==> src/design/frspc_pkg.sv <==
`default_nettype none

package frspc_pkg;

   localparam int MAX_POINTS = 16;
   localparam int ADDR_W     = $clog2(MAX_POINTS);
   localparam int CNT_W      = $clog2(MAX_POINTS + 1);

   // Full Q.30 product of Q8.8 point, Q1.14 trig value and Q8.8 scale.
   localparam int PROD_W     = 49;
   localparam int FRAC_SHIFT = 30;
   localparam int PIX_W      = PROD_W - FRAC_SHIFT + 1;

   localparam logic [10:0] SCREEN_LIMIT = 11'd1024;

   localparam int CSR_IDX_W  = 3;
   localparam int CSR_DATA_W = 16;
   localparam logic [CSR_IDX_W-1:0] CSR_ANGLE    = 3'd0;
   localparam logic [CSR_IDX_W-1:0] CSR_SCALE    = 3'd1;
   localparam logic [CSR_IDX_W-1:0] CSR_OFFSET_X = 3'd2;
   localparam logic [CSR_IDX_W-1:0] CSR_OFFSET_Y = 3'd3;
   localparam logic [CSR_IDX_W-1:0] CSR_WIDTH    = 3'd4;
   localparam logic [CSR_IDX_W-1:0] CSR_HEIGHT   = 3'd5;

   // Quarter wave of round(16384 * sin(d)), d = 0..90 degrees.
   localparam logic [14:0] QSINE [91] = '{
      15'd0,     15'd286,   15'd572,   15'd857,   15'd1143,
      15'd1428,  15'd1713,  15'd1997,  15'd2280,  15'd2563,
      15'd2845,  15'd3126,  15'd3406,  15'd3686,  15'd3964,
      15'd4240,  15'd4516,  15'd4790,  15'd5063,  15'd5334,
      15'd5604,  15'd5872,  15'd6138,  15'd6402,  15'd6664,
      15'd6924,  15'd7182,  15'd7438,  15'd7692,  15'd7943,
      15'd8192,  15'd8438,  15'd8682,  15'd8923,  15'd9162,
      15'd9397,  15'd9630,  15'd9860,  15'd10087, 15'd10311,
      15'd10531, 15'd10749, 15'd10963, 15'd11174, 15'd11381,
      15'd11585, 15'd11786, 15'd11982, 15'd12176, 15'd12365,
      15'd12551, 15'd12733, 15'd12911, 15'd13085, 15'd13255,
      15'd13421, 15'd13583, 15'd13741, 15'd13894, 15'd14044,
      15'd14189, 15'd14330, 15'd14466, 15'd14598, 15'd14726,
      15'd14849, 15'd14968, 15'd15082, 15'd15191, 15'd15296,
      15'd15396, 15'd15491, 15'd15582, 15'd15668, 15'd15749,
      15'd15826, 15'd15897, 15'd15964, 15'd16026, 15'd16083,
      15'd16135, 15'd16182, 15'd16225, 15'd16262, 15'd16294,
      15'd16322, 15'd16344, 15'd16362, 15'd16374, 15'd16382,
      15'd16384
   };

   typedef struct packed {
      logic signed [15:0] point_x;
      logic signed [15:0] point_y;
      logic               is_last;
   } req_type;

   typedef struct packed {
      logic [9:0] screen_x;
      logic [9:0] screen_y;
      logic       move_to;
      logic       final_res;
      logic       off_screen;
   } rsp_type;

   typedef struct packed {
      logic [8:0]         angle_deg;
      logic [15:0]        scale_factor;
      logic signed [11:0] offset_x;
      logic signed [11:0] offset_y;
      logic [10:0]        screen_width;
      logic [10:0]        screen_height;
   } cfg_type;

   typedef struct packed {
      logic              wr_en;
      logic [ADDR_W-1:0] wr_addr;
      logic              issue;
      logic [ADDR_W-1:0] addr;
      logic              first;
      logic              last;
      logic              emit_mode;
      logic              emit_off;
      logic              clear_off;
   } cmd_type;

   typedef struct packed {
      logic adv;
      logic pipe_empty;
      logic any_off;
   } status_type;

   // Sine in Q1.14 for 0 <= deg < 720.
   function automatic logic signed [15:0] sine_q14(input logic [9:0] deg);
      logic [9:0] d;
      logic [6:0] r;
      logic       neg;
      logic signed [15:0] mag;
      d = (deg >= 10'd360) ? deg - 10'd360 : deg;
      if (d < 10'd90) begin
         r   = d[6:0];
         neg = 1'b0;
      end else if (d < 10'd180) begin
         r   = 7'(10'd180 - d);
         neg = 1'b0;
      end else if (d < 10'd270) begin
         r   = 7'(d - 10'd180);
         neg = 1'b1;
      end else begin
         r   = 7'(10'd360 - d);
         neg = 1'b1;
      end
      mag = $signed({1'b0, QSINE[r]});
      return neg ? -mag : mag;
   endfunction

   function automatic logic [10:0] clamp_screen(input logic [10:0] v);
      return (v > SCREEN_LIMIT) ? SCREEN_LIMIT : v;
   endfunction

endpackage

`default_nettype wire

==> src/design/frspc_csr.sv <==
`default_nettype none

module frspc_csr import frspc_pkg::*; (
   input  wire logic                  clock,
   input  wire logic                  reset,
   input  wire logic                  csr_valid,
   output logic                       csr_ready,
   input  wire logic [CSR_IDX_W-1:0]  csr_index,
   input  wire logic [CSR_DATA_W-1:0] csr_wdata,
   output cfg_type                    cfg
);

   cfg_type cfg_ff;
   logic    ready_ff;

   always_ff @(posedge clock) begin
      if (reset) begin
         ready_ff             <= 1'b0;
         cfg_ff.angle_deg     <= 9'd0;
         cfg_ff.scale_factor  <= 16'd512;
         cfg_ff.offset_x      <= 12'sd160;
         cfg_ff.offset_y      <= 12'sd100;
         cfg_ff.screen_width  <= 11'd320;
         cfg_ff.screen_height <= 11'd200;
      end else begin
         ready_ff <= 1'b1;
         if (csr_valid && ready_ff) begin
            case (csr_index)
               CSR_ANGLE:    cfg_ff.angle_deg     <= csr_wdata[8:0];
               CSR_SCALE:    cfg_ff.scale_factor  <= csr_wdata;
               CSR_OFFSET_X: cfg_ff.offset_x      <= $signed(csr_wdata[11:0]);
               CSR_OFFSET_Y: cfg_ff.offset_y      <= $signed(csr_wdata[11:0]);
               CSR_WIDTH:    cfg_ff.screen_width  <= csr_wdata[10:0];
               CSR_HEIGHT:   cfg_ff.screen_height <= csr_wdata[10:0];
               default: ;
            endcase
         end
      end
   end

   assign csr_ready = ready_ff;
   assign cfg       = cfg_ff;

endmodule

`default_nettype wire

==> config.mk <==
export PLATFORM = sky130hd
export DESIGN_NAME = frspc_csr
export DESIGN_NICKNAME = d
export VERILOG_FILES = /design/src/design/frspc_pkg.sv /design/src/design/frspc_csr.sv
export SDC_FILE = /design/constraint.sdc
export NUM_CORES = 1
export LEC_CHECK = 0
export ABC_AREA = 1
export ABC_CLOCK_PERIOD_IN_PS = 1540
export BUFFER_PORTS_ARGS = -buffer_cell sky130_fd_sc_hd__buf_4
export CORE_ASPECT_RATIO = 0.8
export CORE_MARGIN = 1
export CORE_UTILIZATION = 45
export DETAILED_ROUTE_END_ITERATION = 10
export PLACE_DENSITY = 0.7
export SYNTH_ARGS = -nofsm -noshare
export SYNTH_HDL_FRONTEND = slang
export SYNTH_SLANG_ARGS = --single-unit
==> constraint.sdc <==
create_clock -name clock -period 1.54 [get_ports clock]
set_clock_uncertainty 0.15 [all_clocks]
set_input_delay 0.308 -clock clock [delete_from_list [all_inputs] [get_ports clock]]
set_output_delay 0.308 -clock clock [all_outputs]
set_load 0.01 [all_outputs]
# Yosys cells after proc, flatten, opt, wreduce, memory -nomap -nowiden
# Cells that the tools add are included.
# W data, S select, Z words.
dict set report totals {
  ff_bits 72
  latch_bits 0
  mem_bits_rw 0
  romBits 0
  out_inout_bits 72
  elab_cells 21
  mem_count 0
}
dict set report op_classes {
  add_sub_neg 0
  multipliers 0
  n_div 0
  n_lt_le_gt_ge 0
  n_eq_ne 5
  shifts 0
  mux 1
  bitwise 0
  n_reduce_logical 8
}
# op count
set ops {}
lappend ops {{$reduce_and A2 Y1} 6}
lappend ops {{$eq A3 B2 Y1 const B} 2}
lappend ops {{$eq A3 B3 Y1 const B} 2}
lappend ops {{$eq A3 B1 Y1 const B} 1}
lappend ops {{$logic_not A3 Y1} 1}
lappend ops {{$logic_and A1 B1 Y1} 1}
lappend ops {{$mux W1} 1}

# Longest topological paths before layout
dict set report depth {
  word_depth 2
  ltp_mapped 6
  depth_no_buf 5
}

# Worst setup path before layout
# No wires, ideal clock.
dict set report synth_timing {
  path_kind {register -> register}
  startpoint {register ready_ff, in the netlist csr_ready}
  endpoint {register cfg_ff (netlist bit cfg[55])}
  arrival_ns 1.037
  required_ns 1.257
  path_slack_ns 0.220
  path_stages_with_launch 7
  cell_sequence {dfxtp_1 nand2_4 nor2_2 buf_2 nand2_1 nand2_1 nand3_1}
}
dict set report synth_via {
  elab_chain_len 2
}
# item line_no
set synth_rtl {}
lappend synth_rtl {{start, declared} frspc_csr.sv:14} ;# logic ready_ff;
lappend synth_rtl {{start signal, assigned} frspc_csr.sv:18} ;# ready_ff <= 1'b0;
lappend synth_rtl {{start signal, assigned} frspc_csr.sv:26} ;# ready_ff <= 1'b1;
lappend synth_rtl {{$logic_and A1 B1 Y1} frspc_csr.sv:27} ;# if (csr_valid && ready_ff) begin
lappend synth_rtl {{$reduce_and A2 Y1 (no source line)} -}
lappend synth_rtl {{end, declared} frspc_csr.sv:13} ;# cfg_type cfg_ff;
# No other way between the ends.
# A chain may end at the register's enable or synchronous reset.

# Worst setup path in the final report
dict set report layout_timing {
  startpoint {register ready_ff, in the netlist csr_ready}
  endpoint {register cfg_ff (netlist bit cfg[66])}
}
# Same word-level chain as after synthesis.

==> results by group <==
Status
  • Outcome: finished, final reports clean

Die
  • Number of rows in the core area: 26
  • Die Ht: around 75 µm
  • Std-Cell Core Area: 0.00638 mm²
  • IO Count: 94
  • Chip Width: 92.9 µm
  • Initial core utilization: a little under half
  • Die Footprint: 0.00694 mm²

Clocking
  • H-Tree Level Count: 3
  • Num CTS Buffers: 9
  • CTS tree: yes
  • Number of buffers added for setup after CTS: 0
  • Total number of clock tree sinks: 72
  • Number of gates given a new drive strength after cts: 0
  • Maximum count of clock buffers along a single path: 2
  • Clock-pin transition on the worst setup and hold timing paths: ~0.080 ns
  • Clock latency reported for the late side of the worst-skew pair: 0.35 ns
  • Clock tree root buffer cell: clkbuf_8

Yosys
  • Compound-cell area share of the yosys netlist: roughly 5.7%
  • Share of synthesized cell area in and, or, nand and nor gates: 37.9%
  • Post-synthesis sequential area ratio: 48.4%
  • Mapped cell area: between 0.002 and 0.003 mm²
  • Fraction of synthesized cell area in xor and xnor cells: 0%
  • Synth area leaders: dfxtp_1 (48%), nand3_1 (13%), nor2_1 (11%), nand2_1 (11%), a21oi_1 (5.7%)
  • Total nets after synthesis: ~440
  • Cell type contributing the most total cell area after synthesis: dfxtp_1
  • Mean instance size in the synthesized netlist: 7.20 µm²
  • Post-Syn Instances: a little over 400
  • Yosys Warn Count: 0
  • Post-synthesis mux area share: 0%
  • Share of the synthesized area in the top cell type: between 40% and 50%
  • Seq cells post-synth: 72
  • Main combinational cell family by area after synthesis: simple AND/OR/NAND/NOR gates
  • Adder-cell share of the synthesized area: 0%
  • Distinct cells, synth: 16

Global routing
  • First-pass GRT wire length: 12200 µm
  • Pin count of the biggest net entering global routing: 58
  • Global route overflow: 0
  • Gr usage total: 23.6%
  • Antenna violations before repair: 0
  • Vias in the first global route: 2322

Worst setup path
  • Setup crit end kind: register
  • Kind of start point of the critical path: register
  • CP Data Arrival Time: 1.52 ns
  • Critical Path RT: 1.64 ns
  • Register-to-Register Setup Slack: 0.12 ns
  • CP max FO: 23
  • Critical path class: register to register

Place
  • Total instance count after detailed placement: roughly 580
  • Post-DP HPWL: 5480 µm
  • Routability cong.: 0.795
  • Cell Area, Placed: 0.00379 mm²
  • Buffers on Ports: just over 90

Finish
  • Fill cells: around 620
  • Antenna Cells: 0
  • Final design utilization: 63.6%
  • Post-Layout Cell Count: 592
  • Post-route standard cell area excluding fillers: ~0.0041 mm²
  • Sequential cell area: 0.00144 mm²
  • Final net count: 525
  • Share of cells above drive strength 1: 26.4%
  • Area growth from synthesis to final layout: 36.3%
  • Area taken by multi-input logic gates: 0.00130 mm²

Run
  • Max Cap Violations: 0

STA
  • Measured slew at the worst slew-check pin: ~0.43 ns
  • Number of max-slew violations in the final report: 0
  • Final number of setup-violating endpoints: 0
  • Timing-limited maximum frequency: 702 MHz
  • Relative slew margins: between 70% and 80%
  • Total Negative Setup Slacks: 0 ns
  • Final number of hold-violating endpoints: 0
  • Final period demand of the worst path: 1.42 ns
  • RSZ-0062 raised after global routing: false
  • Crit share post-route: between 90 and 100%

Route
  • Post-route ant nets: 0
  • Via count: 2919
  • Count of routing violations after the opening detailed-route iteration: 225
  • First-pass detailed-route iteration total: 4
  • Routed wire per std cell: approximately 14 µm
  • Vias/cell: 4.93
  • Remaining DRCs: 0
  • Post-Route WL: 8220 µm

Power and ir drop
  • Worst VDD drop: 0.000711 V
  • Leakage power total: 1.90 nW
  • Overall power consumption: approximately 4.2 mW
  • Pwr per Cell Area: 1030 mW/mm²

Hold path
  • Path category of the worst min-delay check: input pin to register
## layout make-up
cell class,count,share of cell area (%)
multi-input cells,294,32.1
inverters,20,1.85
repair buffers,106,21.9
well taps,84,2.59
clock buffers,9,3.05
flip-flops and latches,72,35.5
clock inverters,7,2.93
## through the flow
| step | hold slack [ns] | setup slack, ns |
|---|---|---|
| after floorplan | 0.284 | 0.220 |
| after global placement | 0.294 | 0.181 |
| after detailed placement | 0.298 | 0.139 |
| after CTS | 0.0273 | 0.120 |
| after global routing | 0.0228 | 0.00930 |
| final | 0.0306 | 0.116 |
## cell usage after synthesis
cell type	n
a21oi_1	34
buf_1	6
buf_2	9
buf_4	9
buf_6	2
clkbuf_1	1
dfxtp_1	72
inv_1	17
inv_2	3
nand2_1	87
nand2_4	1
nand3_1	76
nor2_1	88
nor2_2	4
nor2_4	3
nor2_8	1
## state kept, by name, summed over array words and instances (netlist names)
signal	cells
csr_ready	1
cfg	71
## metal layers
metal / GRT usage (%) / share of wire [%] / vias to the layer above
li1: - / - / 1492
met2: 37.3 / 47 / 96
met3: 6.06 / 8.2 / 12
met4: 8.55 / 1.3 / 0
met5: 0 / 0 / -
met1: 31.7 / 44 / 1319
## power by group
group          switching, mW  leakage, nW  internal (mW)
clock                  0.729        0.116           1.08
combinational          0.269         1.20          0.185
sequential            0.0263        0.583           1.90
## layout by cell type, fill, tap and decap left out
cell type	instances
clkbuf_16	1
clkinvlp_4	2
clkinv_2	1
a21oi_1	34
bufinv_16	3
inv_6	1
clkbuf_8	9
nand2_4	1
buf_12	6
nor2_2	3
dfxtp_1	72
nor2_4	4
nor2_1	88
inv_1	17
nand3_1	76
nand2_1	87
inv_2	3
buf_4	99
nor2_8	1
## worst paths after layout
path	from	endpoint	cells past startpoint
setup / recovery	csr_ready	cfg[66]	6
hold / removal	csr_wdata[3]	cfg[3]	3
setup reg to reg	csr_ready	cfg[66]	6
hold reg to reg	cfg[39]	cfg[39]	2
## logic make-up after synthesis
family / after synthesis
flops: 72
simple gates: 260
buf+inv: 47
compound gates: 34
## worst max-delay path: stages, from the launching register on
cell and delay (ns):
dfxtp_1 0.42, nand2_4 0.13, nor2_4 0.21, buf_12 0.20
nand3_1 0.09, nand2_1 0.08, nor2_1 0.04
## timing repair
action                                  4_1_cts  5_1_grt
hold buffers                                  0        0
endpoints found under the setup margin        0        1
hold endpoints to repair                      0        0
No activity file was read; power rests on OpenSTA's default activity.
