**src/design/frspc_pkg.sv**
```systemverilog
`default_nettype none

package frspc_pkg;

   localparam int MAX_POINTS = 16;
   localparam int ADDR_W     = $clog2(MAX_POINTS);
   localparam int CNT_W      = $clog2(MAX_POINTS + 1);

   // Full Q.30 product of Q8.8 point, Q1.14 trig value and Q8.8 scale.
   localparam int PROD_W     = 49;
   localparam int FRAC_SHIFT = 30;
   localparam int PIX_W      = PROD_W - FRAC_SHIFT + 1;

   localparam logic [10:0] SCREEN_LIMIT = 11'd1024;

   localparam int CSR_IDX_W  = 3;
   localparam int CSR_DATA_W = 16;
   localparam logic [CSR_IDX_W-1:0] CSR_ANGLE    = 3'd0;
   localparam logic [CSR_IDX_W-1:0] CSR_SCALE    = 3'd1;
   localparam logic [CSR_IDX_W-1:0] CSR_OFFSET_X = 3'd2;
   localparam logic [CSR_IDX_W-1:0] CSR_OFFSET_Y = 3'd3;
   localparam logic [CSR_IDX_W-1:0] CSR_WIDTH    = 3'd4;
   localparam logic [CSR_IDX_W-1:0] CSR_HEIGHT   = 3'd5;

   // Quarter wave of round(16384 * sin(d)), d = 0..90 degrees.
   localparam logic [14:0] QSINE [91] = '{
      15'd0,     15'd286,   15'd572,   15'd857,   15'd1143,
      15'd1428,  15'd1713,  15'd1997,  15'd2280,  15'd2563,
      15'd2845,  15'd3126,  15'd3406,  15'd3686,  15'd3964,
      15'd4240,  15'd4516,  15'd4790,  15'd5063,  15'd5334,
      15'd5604,  15'd5872,  15'd6138,  15'd6402,  15'd6664,
      15'd6924,  15'd7182,  15'd7438,  15'd7692,  15'd7943,
      15'd8192,  15'd8438,  15'd8682,  15'd8923,  15'd9162,
      15'd9397,  15'd9630,  15'd9860,  15'd10087, 15'd10311,
      15'd10531, 15'd10749, 15'd10963, 15'd11174, 15'd11381,
      15'd11585, 15'd11786, 15'd11982, 15'd12176, 15'd12365,
      15'd12551, 15'd12733, 15'd12911, 15'd13085, 15'd13255,
      15'd13421, 15'd13583, 15'd13741, 15'd13894, 15'd14044,
      15'd14189, 15'd14330, 15'd14466, 15'd14598, 15'd14726,
      15'd14849, 15'd14968, 15'd15082, 15'd15191, 15'd15296,
      15'd15396, 15'd15491, 15'd15582, 15'd15668, 15'd15749,
      15'd15826, 15'd15897, 15'd15964, 15'd16026, 15'd16083,
      15'd16135, 15'd16182, 15'd16225, 15'd16262, 15'd16294,
      15'd16322, 15'd16344, 15'd16362, 15'd16374, 15'd16382,
      15'd16384
   };

   typedef struct packed {
      logic signed [15:0] point_x;
      logic signed [15:0] point_y;
      logic               is_last;
   } req_type;

   typedef struct packed {
      logic [9:0] screen_x;
      logic [9:0] screen_y;
      logic       move_to;
      logic       final_res;
      logic       off_screen;
   } rsp_type;

   typedef struct packed {
      logic [8:0]         angle_deg;
      logic [15:0]        scale_factor;
      logic signed [11:0] offset_x;
      logic signed [11:0] offset_y;
      logic [10:0]        screen_width;
      logic [10:0]        screen_height;
   } cfg_type;

   typedef struct packed {
      logic              wr_en;
      logic [ADDR_W-1:0] wr_addr;
      logic              issue;
      logic [ADDR_W-1:0] addr;
      logic              first;
      logic              last;
      logic              emit_mode;
      logic              emit_off;
      logic              clear_off;
   } cmd_type;

   typedef struct packed {
      logic adv;
      logic pipe_empty;
      logic any_off;
   } status_type;

   // Sine in Q1.14 for 0 <= deg < 720.
   function automatic logic signed [15:0] sine_q14(input logic [9:0] deg);
      logic [9:0] d;
      logic [6:0] r;
      logic       neg;
      logic signed [15:0] mag;
      d = (deg >= 10'd360) ? deg - 10'd360 : deg;
      if (d < 10'd90) begin
         r   = d[6:0];
         neg = 1'b0;
      end else if (d < 10'd180) begin
         r   = 7'(10'd180 - d);
         neg = 1'b0;
      end else if (d < 10'd270) begin
         r   = 7'(d - 10'd180);
         neg = 1'b1;
      end else begin
         r   = 7'(10'd360 - d);
         neg = 1'b1;
      end
      mag = $signed({1'b0, QSINE[r]});
      return neg ? -mag : mag;
   endfunction

   function automatic logic [10:0] clamp_screen(input logic [10:0] v);
      return (v > SCREEN_LIMIT) ? SCREEN_LIMIT : v;
   endfunction

endpackage

`default_nettype wire

```
**src/design/frspc_ctrl.sv**
```systemverilog
`default_nettype none

module frspc_ctrl import frspc_pkg::*; (
   input  wire logic       clock,
   input  wire logic       reset,
   input  wire logic       req_valid,
   input  wire logic       req_last,
   output logic            req_stall,
   input  wire status_type status,
   output cmd_type         cmd
);

   typedef enum logic [2:0] {
      ST_IDLE,
      ST_CHECK,
      ST_CHECK_WAIT,
      ST_OFF,
      ST_EMIT,
      ST_EMIT_WAIT
   } state_type;

   state_type         state_ff, state_in;
   logic              stall_ff, stall_in;
   logic [CNT_W-1:0]  count_ff, count_in;
   logic [CNT_W-1:0]  num_ff, num_in;
   logic [ADDR_W-1:0] idx_ff, idx_in;

   logic accept;
   logic has_room;
   logic idx_last;

   assign accept   = (state_ff == ST_IDLE) && req_valid && !stall_ff;
   assign has_room = count_ff < CNT_W'(MAX_POINTS);
   assign idx_last = (CNT_W'(idx_ff) + CNT_W'(1)) == num_ff;

   always_comb begin
      state_in = state_ff;
      stall_in = stall_ff;
      count_in = count_ff;
      num_in   = num_ff;
      idx_in   = idx_ff;
      case (state_ff)
         ST_IDLE: begin
            stall_in = 1'b0;
            if (accept) begin
               if (has_room) begin
                  count_in = count_ff + CNT_W'(1);
               end
               if (req_last) begin
                  num_in   = has_room ? count_ff + CNT_W'(1) : count_ff;
                  count_in = '0;
                  idx_in   = '0;
                  stall_in = 1'b1;
                  state_in = ST_CHECK;
               end
            end
         end
         ST_CHECK: begin
            if (status.adv) begin
               idx_in = idx_ff + ADDR_W'(1);
               if (idx_last) begin
                  state_in = ST_CHECK_WAIT;
               end
            end
         end
         ST_CHECK_WAIT: begin
            if (status.pipe_empty) begin
               idx_in   = '0;
               state_in = status.any_off ? ST_OFF : ST_EMIT;
            end
         end
         ST_OFF: begin
            if (status.adv) begin
               state_in = ST_IDLE;
               stall_in = 1'b0;
            end
         end
         ST_EMIT: begin
            if (status.adv) begin
               idx_in = idx_ff + ADDR_W'(1);
               if (idx_last) begin
                  state_in = ST_EMIT_WAIT;
               end
            end
         end
         ST_EMIT_WAIT: begin
            if (status.pipe_empty) begin
               state_in = ST_IDLE;
               stall_in = 1'b0;
            end
         end
         default: begin
            state_in = ST_IDLE;
         end
      endcase
   end

   always_ff @(posedge clock) begin
      if (reset) begin
         state_ff <= ST_IDLE;
         stall_ff <= 1'b1;
         count_ff <= '0;
         num_ff   <= '0;
         idx_ff   <= '0;
      end else begin
         state_ff <= state_in;
         stall_ff <= stall_in;
         count_ff <= count_in;
         num_ff   <= num_in;
         idx_ff   <= idx_in;
      end
   end

   always_comb begin
      cmd.wr_en     = accept && has_room;
      cmd.wr_addr   = count_ff[ADDR_W-1:0];
      cmd.issue     = (state_ff == ST_CHECK) || (state_ff == ST_EMIT);
      cmd.addr      = idx_ff;
      cmd.first     = (idx_ff == '0);
      cmd.last      = idx_last;
      cmd.emit_mode = (state_ff == ST_EMIT) || (state_ff == ST_EMIT_WAIT);
      cmd.emit_off  = (state_ff == ST_OFF);
      cmd.clear_off = accept && req_last;
   end

   assign req_stall = stall_ff;

endmodule

`default_nettype wire

```
**config.mk**
```make
export PLATFORM = sky130hd
export DESIGN_NAME = frspc_ctrl
export DESIGN_NICKNAME = d
export VERILOG_FILES = /design/src/design/frspc_pkg.sv /design/src/design/frspc_ctrl.sv
export SDC_FILE = /design/constraint.sdc
export NUM_CORES = 1
export LEC_CHECK = 0
export BUFFER_PORTS_ARGS = -buffer_cell sky130_fd_sc_hd__buf_2
export CAP_MARGIN = 20
export CORE_UTILIZATION = 54
export DETAILED_ROUTE_END_ITERATION = 6
export PLACE_DENSITY = 0.87
export SYNTH_ARGS = -nofsm -noshare
export SYNTH_HDL_FRONTEND = slang
export SYNTH_SLANG_ARGS = --single-unit
```
**constraint.sdc**
```tcl
create_clock -name clock -period 2.5 [get_ports clock]
set_input_delay 0 -clock clock [delete_from_list [all_inputs] [get_ports clock]]
set_output_delay 0 -clock clock [all_outputs]
set_load 0.02 [all_outputs]
```
* Yosys cells after proc, flatten, opt, wreduce, memory -nomap -nowiden
Cells that the tools add are included.
Word-level totals: latch bits 0, bits in writable memories 0, memory bits (read-only) 0, register bits 18, output and inout bits 16, input port bits 7, memories 0, word-level logic and storage cells 65
Operators by class: bitwise logic cells 0, multipliers 0, div/mod/pow operators 0, shift operators 0, reduce and logical (&&, ||, !) cells 17, eq/ne operators 16, $lt $le $gt $ge 1, muxes and demuxes 23, $add $sub $neg 3
Operators with widths (number):
- 3-bit two-way mux | 10
- 2-bit != test, second input constant | 9
- 3-bit one-hot mux with 6 select lines | 1
- 4-bit two-way mux | 4
- 4-bit one-hot mux with 3 select lines | 1
- 5-bit two-way mux | 2
- 9-bit AND reduction | 1
- 3-bit by 2-bit equality test with 1-bit output, second input constant | 2
- 3-bit equality test, second input constant | 2
- 3-bit AND reduction | 2
- 3-bit nonzero test | 2
- 4-bit by 1-bit adder with 5-bit output, second input constant | 1
- 5-bit by 1-bit adder with 5-bit output, second input constant | 1
- 5-bit equality test | 1
- 5-bit less-than comparator, second input constant | 1
- 5-bit AND reduction | 1
- 4-bit by 1-bit adder with 4-bit output, second input constant | 1
- 1-bit logical AND | 4
- 4-bit zero test | 1
- 1-bit two-way mux | 4
- 3-bit by 1-bit equality test with 1-bit output, second input constant | 1
- 3-bit zero test | 1
- 1-bit one-hot mux with 3 select lines | 1
- 1-bit logical OR | 2
- other kinds (4) | 4

* Longest topological paths before layout
Gate-level depths: netlist of run 1.
depth after elaboration 5, mapped depth 7, gate-level depth less buffers 7

* Worst setup path before layout of run 1
Ideal clock, no wire load.
path kind reg-to-reg, start reg idx_ff[0], end reg state_ff[0], stages on the path, launching flop included 8, path slack 0.497 ns, setup time 0.071 ns, period minus slack after synthesis 2.003 ns, data required time 2.429 ns, arrival 1.933 ns, buffers on the path 0, cell sequence dfxtp_1 > inv_1 > ha_1 > xor2_1 > a211oi_2 > a21oi_2 > or4_1 > a21oi_1
Between the ends: cells in the longest elaborated chain, start to end 4, elaborated cells on any way between the ends 5, those cells by class add/sub (1); eq/ne (3); reduce/logical (1)
RTL lines:
- start, declared | line frspc_ctrl.sv:26 | logic [ADDR_W-1:0] idx_ff, idx_in;
- start signal, assigned | line frspc_ctrl.sv:110 | idx_ff <= idx_in;
- 4-bit by 1-bit adder with 5-bit output (*) | line frspc_ctrl.sv:34 | assign idx_last = (CNT_W'(idx_ff) + CNT_W'(1)) == num_ff;
- 5-bit equality test (*) | line frspc_ctrl.sv:34
- 2-bit != test (no source line)
- 9-bit AND reduction (no source line) (*)
- end signal, assigned | line frspc_ctrl.sv:106 | state_ff <= state_in;
- end, declared | line frspc_ctrl.sv:22 | state_type state_ff, state_in;
Every way passes the cells marked *; elsewhere a longest branch is shown, timed or not. A chain may end at the register's enable or synchronous reset.

* Worst setup path after layout of run 1
Same ends and word-level chain as after synthesis.

==> flow_summary.toml, run 1 <==
[status]
status = "completed"

[floorplan]
die_y_um = 48.7
dieWidth_um = 48.7
rows = 16
core_area_um2 = 2000
io_pins = 23
die-area_um2 = 2370
start_util_pct = 58.9

[global_routing]
overflow = 0
grt_max_degree = 19
grt_first_pass_wirelength_um = 4220
antenna_found_initial = 0
grt_pass1_vias = 1034
grt_use_total_pct = 22.8

[finish]
nets = 181
n_antenna_cell = 0
area_growth_pct = 8.17
final_cell_area_um2 = 1270
layoutNonFillerInstCount = 196
drive_gt1_share_pct = 17.2

[sta]
worst_pin_slew_ns = 0.462
finalSetupTns_ns = 0
period_minus_slack_ns = 2.02
finClkSkew_ns = 0.00156
fmaxAchievable_ghz = 0.496
fin_crit_sh_pct = 80.6
drv_slew = 0
setup_viol = 0
final-hold-violation-count = 0
rsz0062_at_grt = "false"
relSlewSlack_pct = 68.9

[clock_tree]
clk-insertion-delay-late_ns = 0.29
cts_buffers = 3
post_cts_buffers = 0
ctsResizeCount = 0
cts.sinks = 18
clkTransAtPathRegs_ns = 0.10
cts_htree_levels = 1
cts_tree = "yes"
root_buffer = "clkbuf_4"
hold_buffers = 0
ctsLongestPathBuffers = 2

[worst_setup_path]
critPathRequiredTime_ns = 2.73
rr_endpoint = "state_ff[0]"
worstSetupEndpoint = "state_ff[0]"
reg2reg_depth = 7
critPathKind = "reg -> reg"
end_kind = "register"
reg2reg_from = "idx_ff[0]"
crit_start = "idx_ff[0]"
worst_setup_path_start_kind = "register"
path_max_fanout = 6
crit_arrival_ns = 2.24
worst-r2r-setup-slack_ns = 0.48

[placement]
io_buffers = 22
placed_cells = 193
place.gp.congestion = 0.819
hpwl_um = 1950
dpl-instance-area_um2 = 1250

[drt]
drt_iter0_drc = 39
drt_pass1_iterations = 4
wl_per_cell_um = 12.8
drc = 0
num_vias = 1139
antenna_left = 0
routed_via_density = 5.81
routed_wl_um = 2520

[yosys]
ys_seq_elements = 18
synth-async-reset-ratio_pct = 0
synth_top_area_cell = "dfxtp_1"
yosysWarningCount = 0
seq_area_frac_synth_pct = 30.6
synthFlopType = "dfxtp_1"
syn-num-nets = 166
yosysUniqueCellTypes = 39
syn_inst = 156
yosys-top-cells-count = "nor2_1, dfxtp_1, a21oi_1"
yosys.area.top_type_share_pct = 30.6
synthTopCellsByArea = "dfxtp_1, a21oi_1, nor2_1"
postSynthAreaPerCell_um2 = 7.56
synth_edf_count = 0
yosysMostFrequentCell = "nor2_1"
syn_area_um2 = 1180

[min_path]
holdCritPathClass = "in -> reg"
min_from = "status[0]"

[power]
leakage_nw = 0.512
peakVddDrop_mv = 0.336
p_per_area_nw_per_um2 = 617
pwr-share-comb_pct = 38.6
total_power_mw = 0.787
power.switching_mw = 0.312
p_seq_share_pct = 43.2
swShare_pct = 39.7
p_clk_share_pct = 18.3
intPower_mw = 0.475

[run]
drv_cap = 0
-- worst max-delay path, stage by stage (launching register included) --
cell and delay, ns:
dfxtp_1 0.43, inv_1 0.09, ha_1 0.33, xor2_1 0.16
a211oi_2 0.21, a21oi_2 0.10, or4_1 0.50, a21oi_1 0.13
-- registers in the layout, summed over array words and instances, names as in the netlist --
name	count
count_ff	5
idx_ff	4
req_stall	1
state_ff	3
num_ff	5
-- power groups by stage --
| stage | clock network, mW | registers, mW | logic (mW) |
|---|---|---|---|
| after floorplan | 0 | 0.337 | 0.248 |
| after global placement | 0 | 0.344 | 0.289 |
| after detailed placement | 0 | 0.346 | 0.301 |
| after CTS | 0.145 | 0.339 | 0.301 |
| after global routing | 0.159 | 0.346 | 0.334 |
| final | 0.144 | 0.340 | 0.303 |
-- kinds of logic (layout without fill, tap and decap cells) --
kind of cell	count (synthesis)	in the layout	share of synthesized area, %
xor+xnor	9	9	6.69
compound gates	43	43	23.2
flops	18	18	30.6
buf+inv	23	36	9.45
simple gates	58	58	25.2
fa+ha+maj	4	4	4.03
mux	1	1	0.849
-- routing by layer --
metal  track usage (%)  part of all wire [%]
met5                 0                     0
met4              13.2                   2.5
met1              26.2                    45
met2              39.4                    49
met3              4.09                   3.5
-- placed cells by master (no fill, tap or decap), drive strengths merged, types with 3 or more instances in the layout --
cell / instances
o211ai: 3
inv: 11
clkbuf: 3
nand3: 8
o21ai: 8
nor3: 4
a21oi: 18
nor2b: 6
nor2: 22
a22oi: 4
buf: 22
dfxtp: 18
ha: 3
xnor2: 6
nand2: 4
xor2: 3
-- stage by stage --
step	hold slack, ns	setup WS [ns]	util [%]
floorplan	0.150	0.497	-
finish	0.0278	0.485	63.7
CTS	0.0247	0.480	63.7
detailed placement	0.334	0.497	62.6
global route	0.0386	0.354	63.7
global placement	0.315	0.602	62.6
-- how the worst min path moves through the flow --
stage                             end  slack, ns  cells after the start
after floorplan             idx_ff[2]       0.15                      2
after global placement    state_ff[1]       0.32                      3
after detailed placement  state_ff[1]       0.33                      3
after CTS                   idx_ff[2]       0.02                      3
after global routing        idx_ff[2]       0.04                      3
final                     state_ff[1]       0.03                      3
-- final cells by class --
cell class / count / area (µm²)
clock buffers: 3 / 22.5
flip-flops and latches: 18 / 360
fillers: 181 / 727
well taps: 27 / 33.8
multi-input cells: 115 / 707
inverters: 11 / 41.3
repair buffers: 22 / 110
Power figures use the tool's default switching activity.
==> run 2: changes to the inputs <==
==> constraint.sdc (replaced) <==
create_clock -name clock -period 1.9 [get_ports clock]
set_input_delay 0 -clock clock [delete_from_list [all_inputs] [get_ports clock]]
set_output_delay 0 -clock clock [all_outputs]
set_load 0.02 [all_outputs]
==> flow_summary.toml, run 2 (synthesis results as in run 1) <==
[sta]
setup_viol = 1
final-hold-violation-count = 0
fmaxAchievable_ghz = 0.526
finClkSkew_ns = 0.000761
drv_slew = 0
finalWorstSetupSlack_ns = -0.00276
whs_ns = 0.00705
period_minus_slack_ns = 1.90
rsz0062_at_grt = "true"
fin_crit_sh_pct = 100
worst_pin_slew_ns = 0.480
relSlewSlack_pct = 67.8

[clock_tree]
clkTransAtPathRegs_ns = 0.11
hold_buffers = 0
clk-insertion-delay-late_ns = 0.30
root_buffer = "clkbuf_4"
cts.sinks = 18
cts_tree = "yes"
ctsLongestPathBuffers = 2
cts_buffers = 3
cts_htree_levels = 1

[finish]
fillCellCount = 182
area_growth_pct = 15.3
final_util_pct = 67.9
final_cell_area_um2 = 1360
reg_top3 = "count_ff: 5 flops, num_ff: 5 flops, idx_ff: 4 flops"
drive_gt1_share_pct = 23.4
n_antenna_cell = 0
final_cell_mix = "nor2_1, buf_2, a21oi_1"
layoutNonFillerInstCount = 202
nets = 186

[worst_setup_path]
critPathRequiredTime_ns = 2.15
worstSetupEndpoint = "state_ff[0]"
path_max_fanout = 3
end_kind = "register"
critPathKind = "reg -> reg"
slowest_delay_ns = 0.50
crit_chain = "inv_1 -> ha_4 -> xor2_1 -> a211oi_2 -> a21oi_2 -> or4_1 -> a21oi_1"
cp.depth = 7
critPathBufInv = 1
crit_slowest_cell = "or4_1"
path_delay_family = "simple AND/OR/NAND/NOR gates"
rr_endpoint = "state_ff[0]"
worst_setup_path_start_kind = "register"
crit_arrival_ns = 2.15
crit_start = "idx_ff[0]"
reg2reg_from = "idx_ff[0]"
reg2reg_depth = 7
worst-r2r-setup-slack_ns = -0.003

[global_routing]
antenna_found_initial = 0
overflow = 0
grt_pass1_vias = 1051
grt_first_pass_wirelength_um = 4440
grt_use_total_pct = 23.7
grt_max_degree = 19

[drt]
routed_via_density = 5.69
drc = 0
drt_iter0_drc = 31
wl_per_cell_um = 13.6
antenna_left = 0
routed_wl_um = 2750
num_vias = 1149
drt_pass1_iterations = 4

[placement]
hpwl_um = 1990
dpl-instance-area_um2 = 1280
pre_cts_ws_ns = -0.0256
place.gp.congestion = 0.882
placed_cells = 196
io_buffers = 22

[status]
status = "finished with violations"
violations = "setup timing"

[power]
peakVddDrop_mv = 0.622
leakage_nw = 0.551
p_per_area_nw_per_um2 = 844

[floorplan]
die_y_um = 48.7
core_area_um2 = 2000
dieWidth_um = 48.7
io_pins = 23
die-area_um2 = 2370
start_util_pct = 58.9
rows = 16

[run]
drv_cap = 0

[min_path]
holdCritPathClass = "in -> reg"
## run 2: cell count changes in the layout (fill, tap and decap cells not counted), sizes merged
cell,previous run,this run
buf,22,27
clkbuf,3,4
## run 2: worst min path at each step
stage	from	end	slack, ns	cells past startpoint
CTS	status[0]	state_ff[1]	0.004	3
floorplan	status[2]	idx_ff[2]	0.15	2
global route	status[0]	state_ff[1]	0.01	3
detailed placement	status[0]	state_ff[1]	0.33	3
global placement	status[0]	state_ff[1]	0.31	3
finish	status[0]	state_ff[1]	0.007	3
## run 2: metal layers
layer	up-vias	track usage (%)	routed length (µm)
li1	578	-	-
met1	537	26.6	1190
met2	30	44.9	1430
met3	4	2.83	84
met4	0	9.31	44
met5	-	0	0
## run 2: area by class of cell
type | count | area (µm²) | share of cell area [%]
multi-input combinational | 115 | 737 | 54.2
sequential | 18 | 363 | 26.7
timing repair buffer | 27 | 148 | 10.9
inverter | 11 | 41.3 | 3.04
clock buffer | 4 | 36.3 | 2.67
tap | 27 | 33.8 | 2.49
## run 2: power breakdown
group / total (mW) / switching [mW] / internal, mW
sequential: 0.447 / 0.0444 / 0.402
combinational: 0.453 / 0.272 / 0.181
clock: 0.247 / 0.130 / 0.117
## run 2: timing repair
| action | CTS | global route |
|---|---|---|
| endpoints found under the setup margin | 1 | 3 |
| pin swaps | 2 | 1 |
| cloned | 0 | 0 |
| buffers inserted | 2 | 0 |
| endpoints found under the hold margin | 0 | 0 |
| resized for setup | 1 | 3 |
## run 2: through the flow
step	TNS, ns	power (mW)
2_1_floorplan	0	0.771
3_3_place_gp	0	0.854
3_5_place_dp	-0.0256	0.869
4_1_cts	0	1.13
5_1_grt	-0.169	1.21
6_report	-0.00276	1.15
## run 2: tightest hold or removal path, cell delays in order
cell and delay (ns):
buf_2 0.10, nand4_1 0.08, o211ai_1 0.10
==> run 3: changes to the inputs <==
--- a/config.mk
+++ b/config.mk
@@ -9,7 +9,8 @@
 export CAP_MARGIN = 20
 export CORE_UTILIZATION = 54
 export DETAILED_ROUTE_END_ITERATION = 6
-export PLACE_DENSITY = 0.87
+export GPL_TIMING_DRIVEN = 0
+export PLACE_DENSITY = 0.78
 export SYNTH_ARGS = -nofsm -noshare
 export SYNTH_HDL_FRONTEND = slang
 export SYNTH_SLANG_ARGS = --single-unit
==> flow_summary.toml, run 3 (synthesis results as in run 1) <==
[worst_setup_path]
worstSetupEndpoint = "state_ff[0]"
critPathKind = "reg -> reg"
reg2reg_depth = 7
reg2reg_from = "idx_ff[1]"
crit_arrival_ns = 2.09
crit_start = "idx_ff[1]"
rr_endpoint = "state_ff[0]"
path_max_fanout = 4
worst_setup_path_start_kind = "register"
end_kind = "register"
critPathRequiredTime_ns = 2.12
worst-r2r-setup-slack_ns = 0.03

[finish]
final_cell_area_um2 = 1450
reg_top3 = "count_ff: 5 flops, num_ff: 5 flops, idx_ff: 4 flops"
final_util_pct = 72.3
area_growth_pct = 22.8
n_antenna_cell = 0
drive_gt1_share_pct = 27.0
layoutNonFillerInstCount = 212
nets = 196
final_cell_mix = "buf_2, nor2_1, a21oi_1"

[global_routing]
grt_use_total_pct = 23.0
overflow = 0
grt_pass1_vias = 1032
antenna_found_initial = 0
grt_first_pass_wirelength_um = 4310
grt_max_degree = 11

[floorplan]
die-area_um2 = 2370
dieWidth_um = 48.7
core_area_um2 = 2000
rows = 16
die_y_um = 48.7
io_pins = 23
start_util_pct = 58.9

[drt]
routed_wl_um = 2750
wl_per_cell_um = 13.0
drt_pass1_iterations = 4
routed_via_density = 5.74
antenna_left = 0
num_vias = 1216
drc = 0
drt_iter0_drc = 35

[clock_tree]
clk-insertion-delay-late_ns = 0.29
clkTransAtPathRegs_ns = 0.10
cts_htree_levels = 1
cts_buffers = 3
hold_buffers = 0
root_buffer = "clkbuf_4"
ctsLongestPathBuffers = 2
cts.sinks = 18
cts_tree = "yes"

[power]
intPower_mw = 0.732
pwr-share-comb_pct = 43.0
p_seq_share_pct = 37.1
leakage_nw = 0.594
power.switching_mw = 0.448
peakVddDrop_mv = 0.526
p_clk_share_pct = 19.9
swShare_pct = 38.0
total_power_mw = 1.18
p_per_area_nw_per_um2 = 815

[run]
drv_cap = 0

[placement]
place.gp.congestion = 0.902
dpl-instance-area_um2 = 1320
io_buffers = 21
pre_cts_ws_ns = -0.0529
placed_cells = 204
hpwl_um = 1960

[sta]
fmaxAchievable_ghz = 0.536
rsz0062_at_grt = "true"
fin_crit_sh_pct = 98.3
finalSetupTns_ns = 0
period_minus_slack_ns = 1.87
whs_ns = 0.0376
worst_pin_slew_ns = 0.441
finalWorstSetupSlack_ns = 0.0332
setup_viol = 0
finClkSkew_ns = 0.00320
final-hold-violation-count = 0
drv_slew = 0
relSlewSlack_pct = 70.6

[min_path]
holdCritPathClass = "in -> reg"

[status]
status = "completed"
==> run 3: cell count changes in the layout (fill, tap and decap cells not counted), sizes merged <==
cell,before,now
buf,27,33
clkbuf,4,8
==> run 3: per-layer routing <==
metal / track usage, % / wire (µm) / vias up
met2: 38.7 / 1360 / 57
met1: 27.4 / 1160 / 546
met5: 0 / 0 / -
met4: 12.7 / 40 / 0
met3: 4.40 / 193 / 8
li1: - / - / 605
==> run 3: layout make-up <==
type | count | area [µm²]
buffer | 12 | 70.1
fill | 167 | 554
inverter | 11 | 46.3
multi-input combinational | 115 | 756
clock buffer | 4 | 36.3
tap | 27 | 33.8
timing repair buffer | 25 | 138
sequential | 18 | 368
==> run 3: worst min-delay path by stage <==
stage / slack [ns] / depth (start not counted) / from / end
floorplan: 0.15 / 2 / status[2] / idx_ff[2]
global placement: 0.32 / 3 / status[0] / state_ff[1]
detailed placement: 0.34 / 3 / status[2] / idx_ff[0]
CTS: 0.02 / 3 / status[2] / idx_ff[0]
global route: 0.02 / 3 / status[0] / state_ff[1]
finish: 0.04 / 3 / status[2] / idx_ff[2]
==> run 3: power by group through the flow <==
| stage | Combinational (mW) | Sequential (mW) | Clock, mW |
|---|---|---|---|
| final | 0.508 | 0.437 | 0.234 |
| after global placement | 0.427 | 0.436 | 0 |
| after detailed placement | 0.436 | 0.440 | 0 |
| after global routing | 0.549 | 0.441 | 0.264 |
| after floorplan | 0.327 | 0.444 | 0 |
| after CTS | 0.464 | 0.431 | 0.243 |
==> run 3: worst max-delay path, cell delays in order, from the launching register on <==
cell,delay (ns)
dfxtp_4,0.40
inv_4,0.04
ha_4,0.23
xor2_1,0.14
a211oi_2,0.23
a21oi_2,0.10
or4_1,0.51
a21oi_1,0.15
==> run 3: what timing repair did <==
action | CTS | global route
gates cloned | 0 | 0
setup endpoints to repair | 4 | 4
setup buffers | 2 | 2
pin swaps | 4 | 7
gates resized for setup | 5 | 9
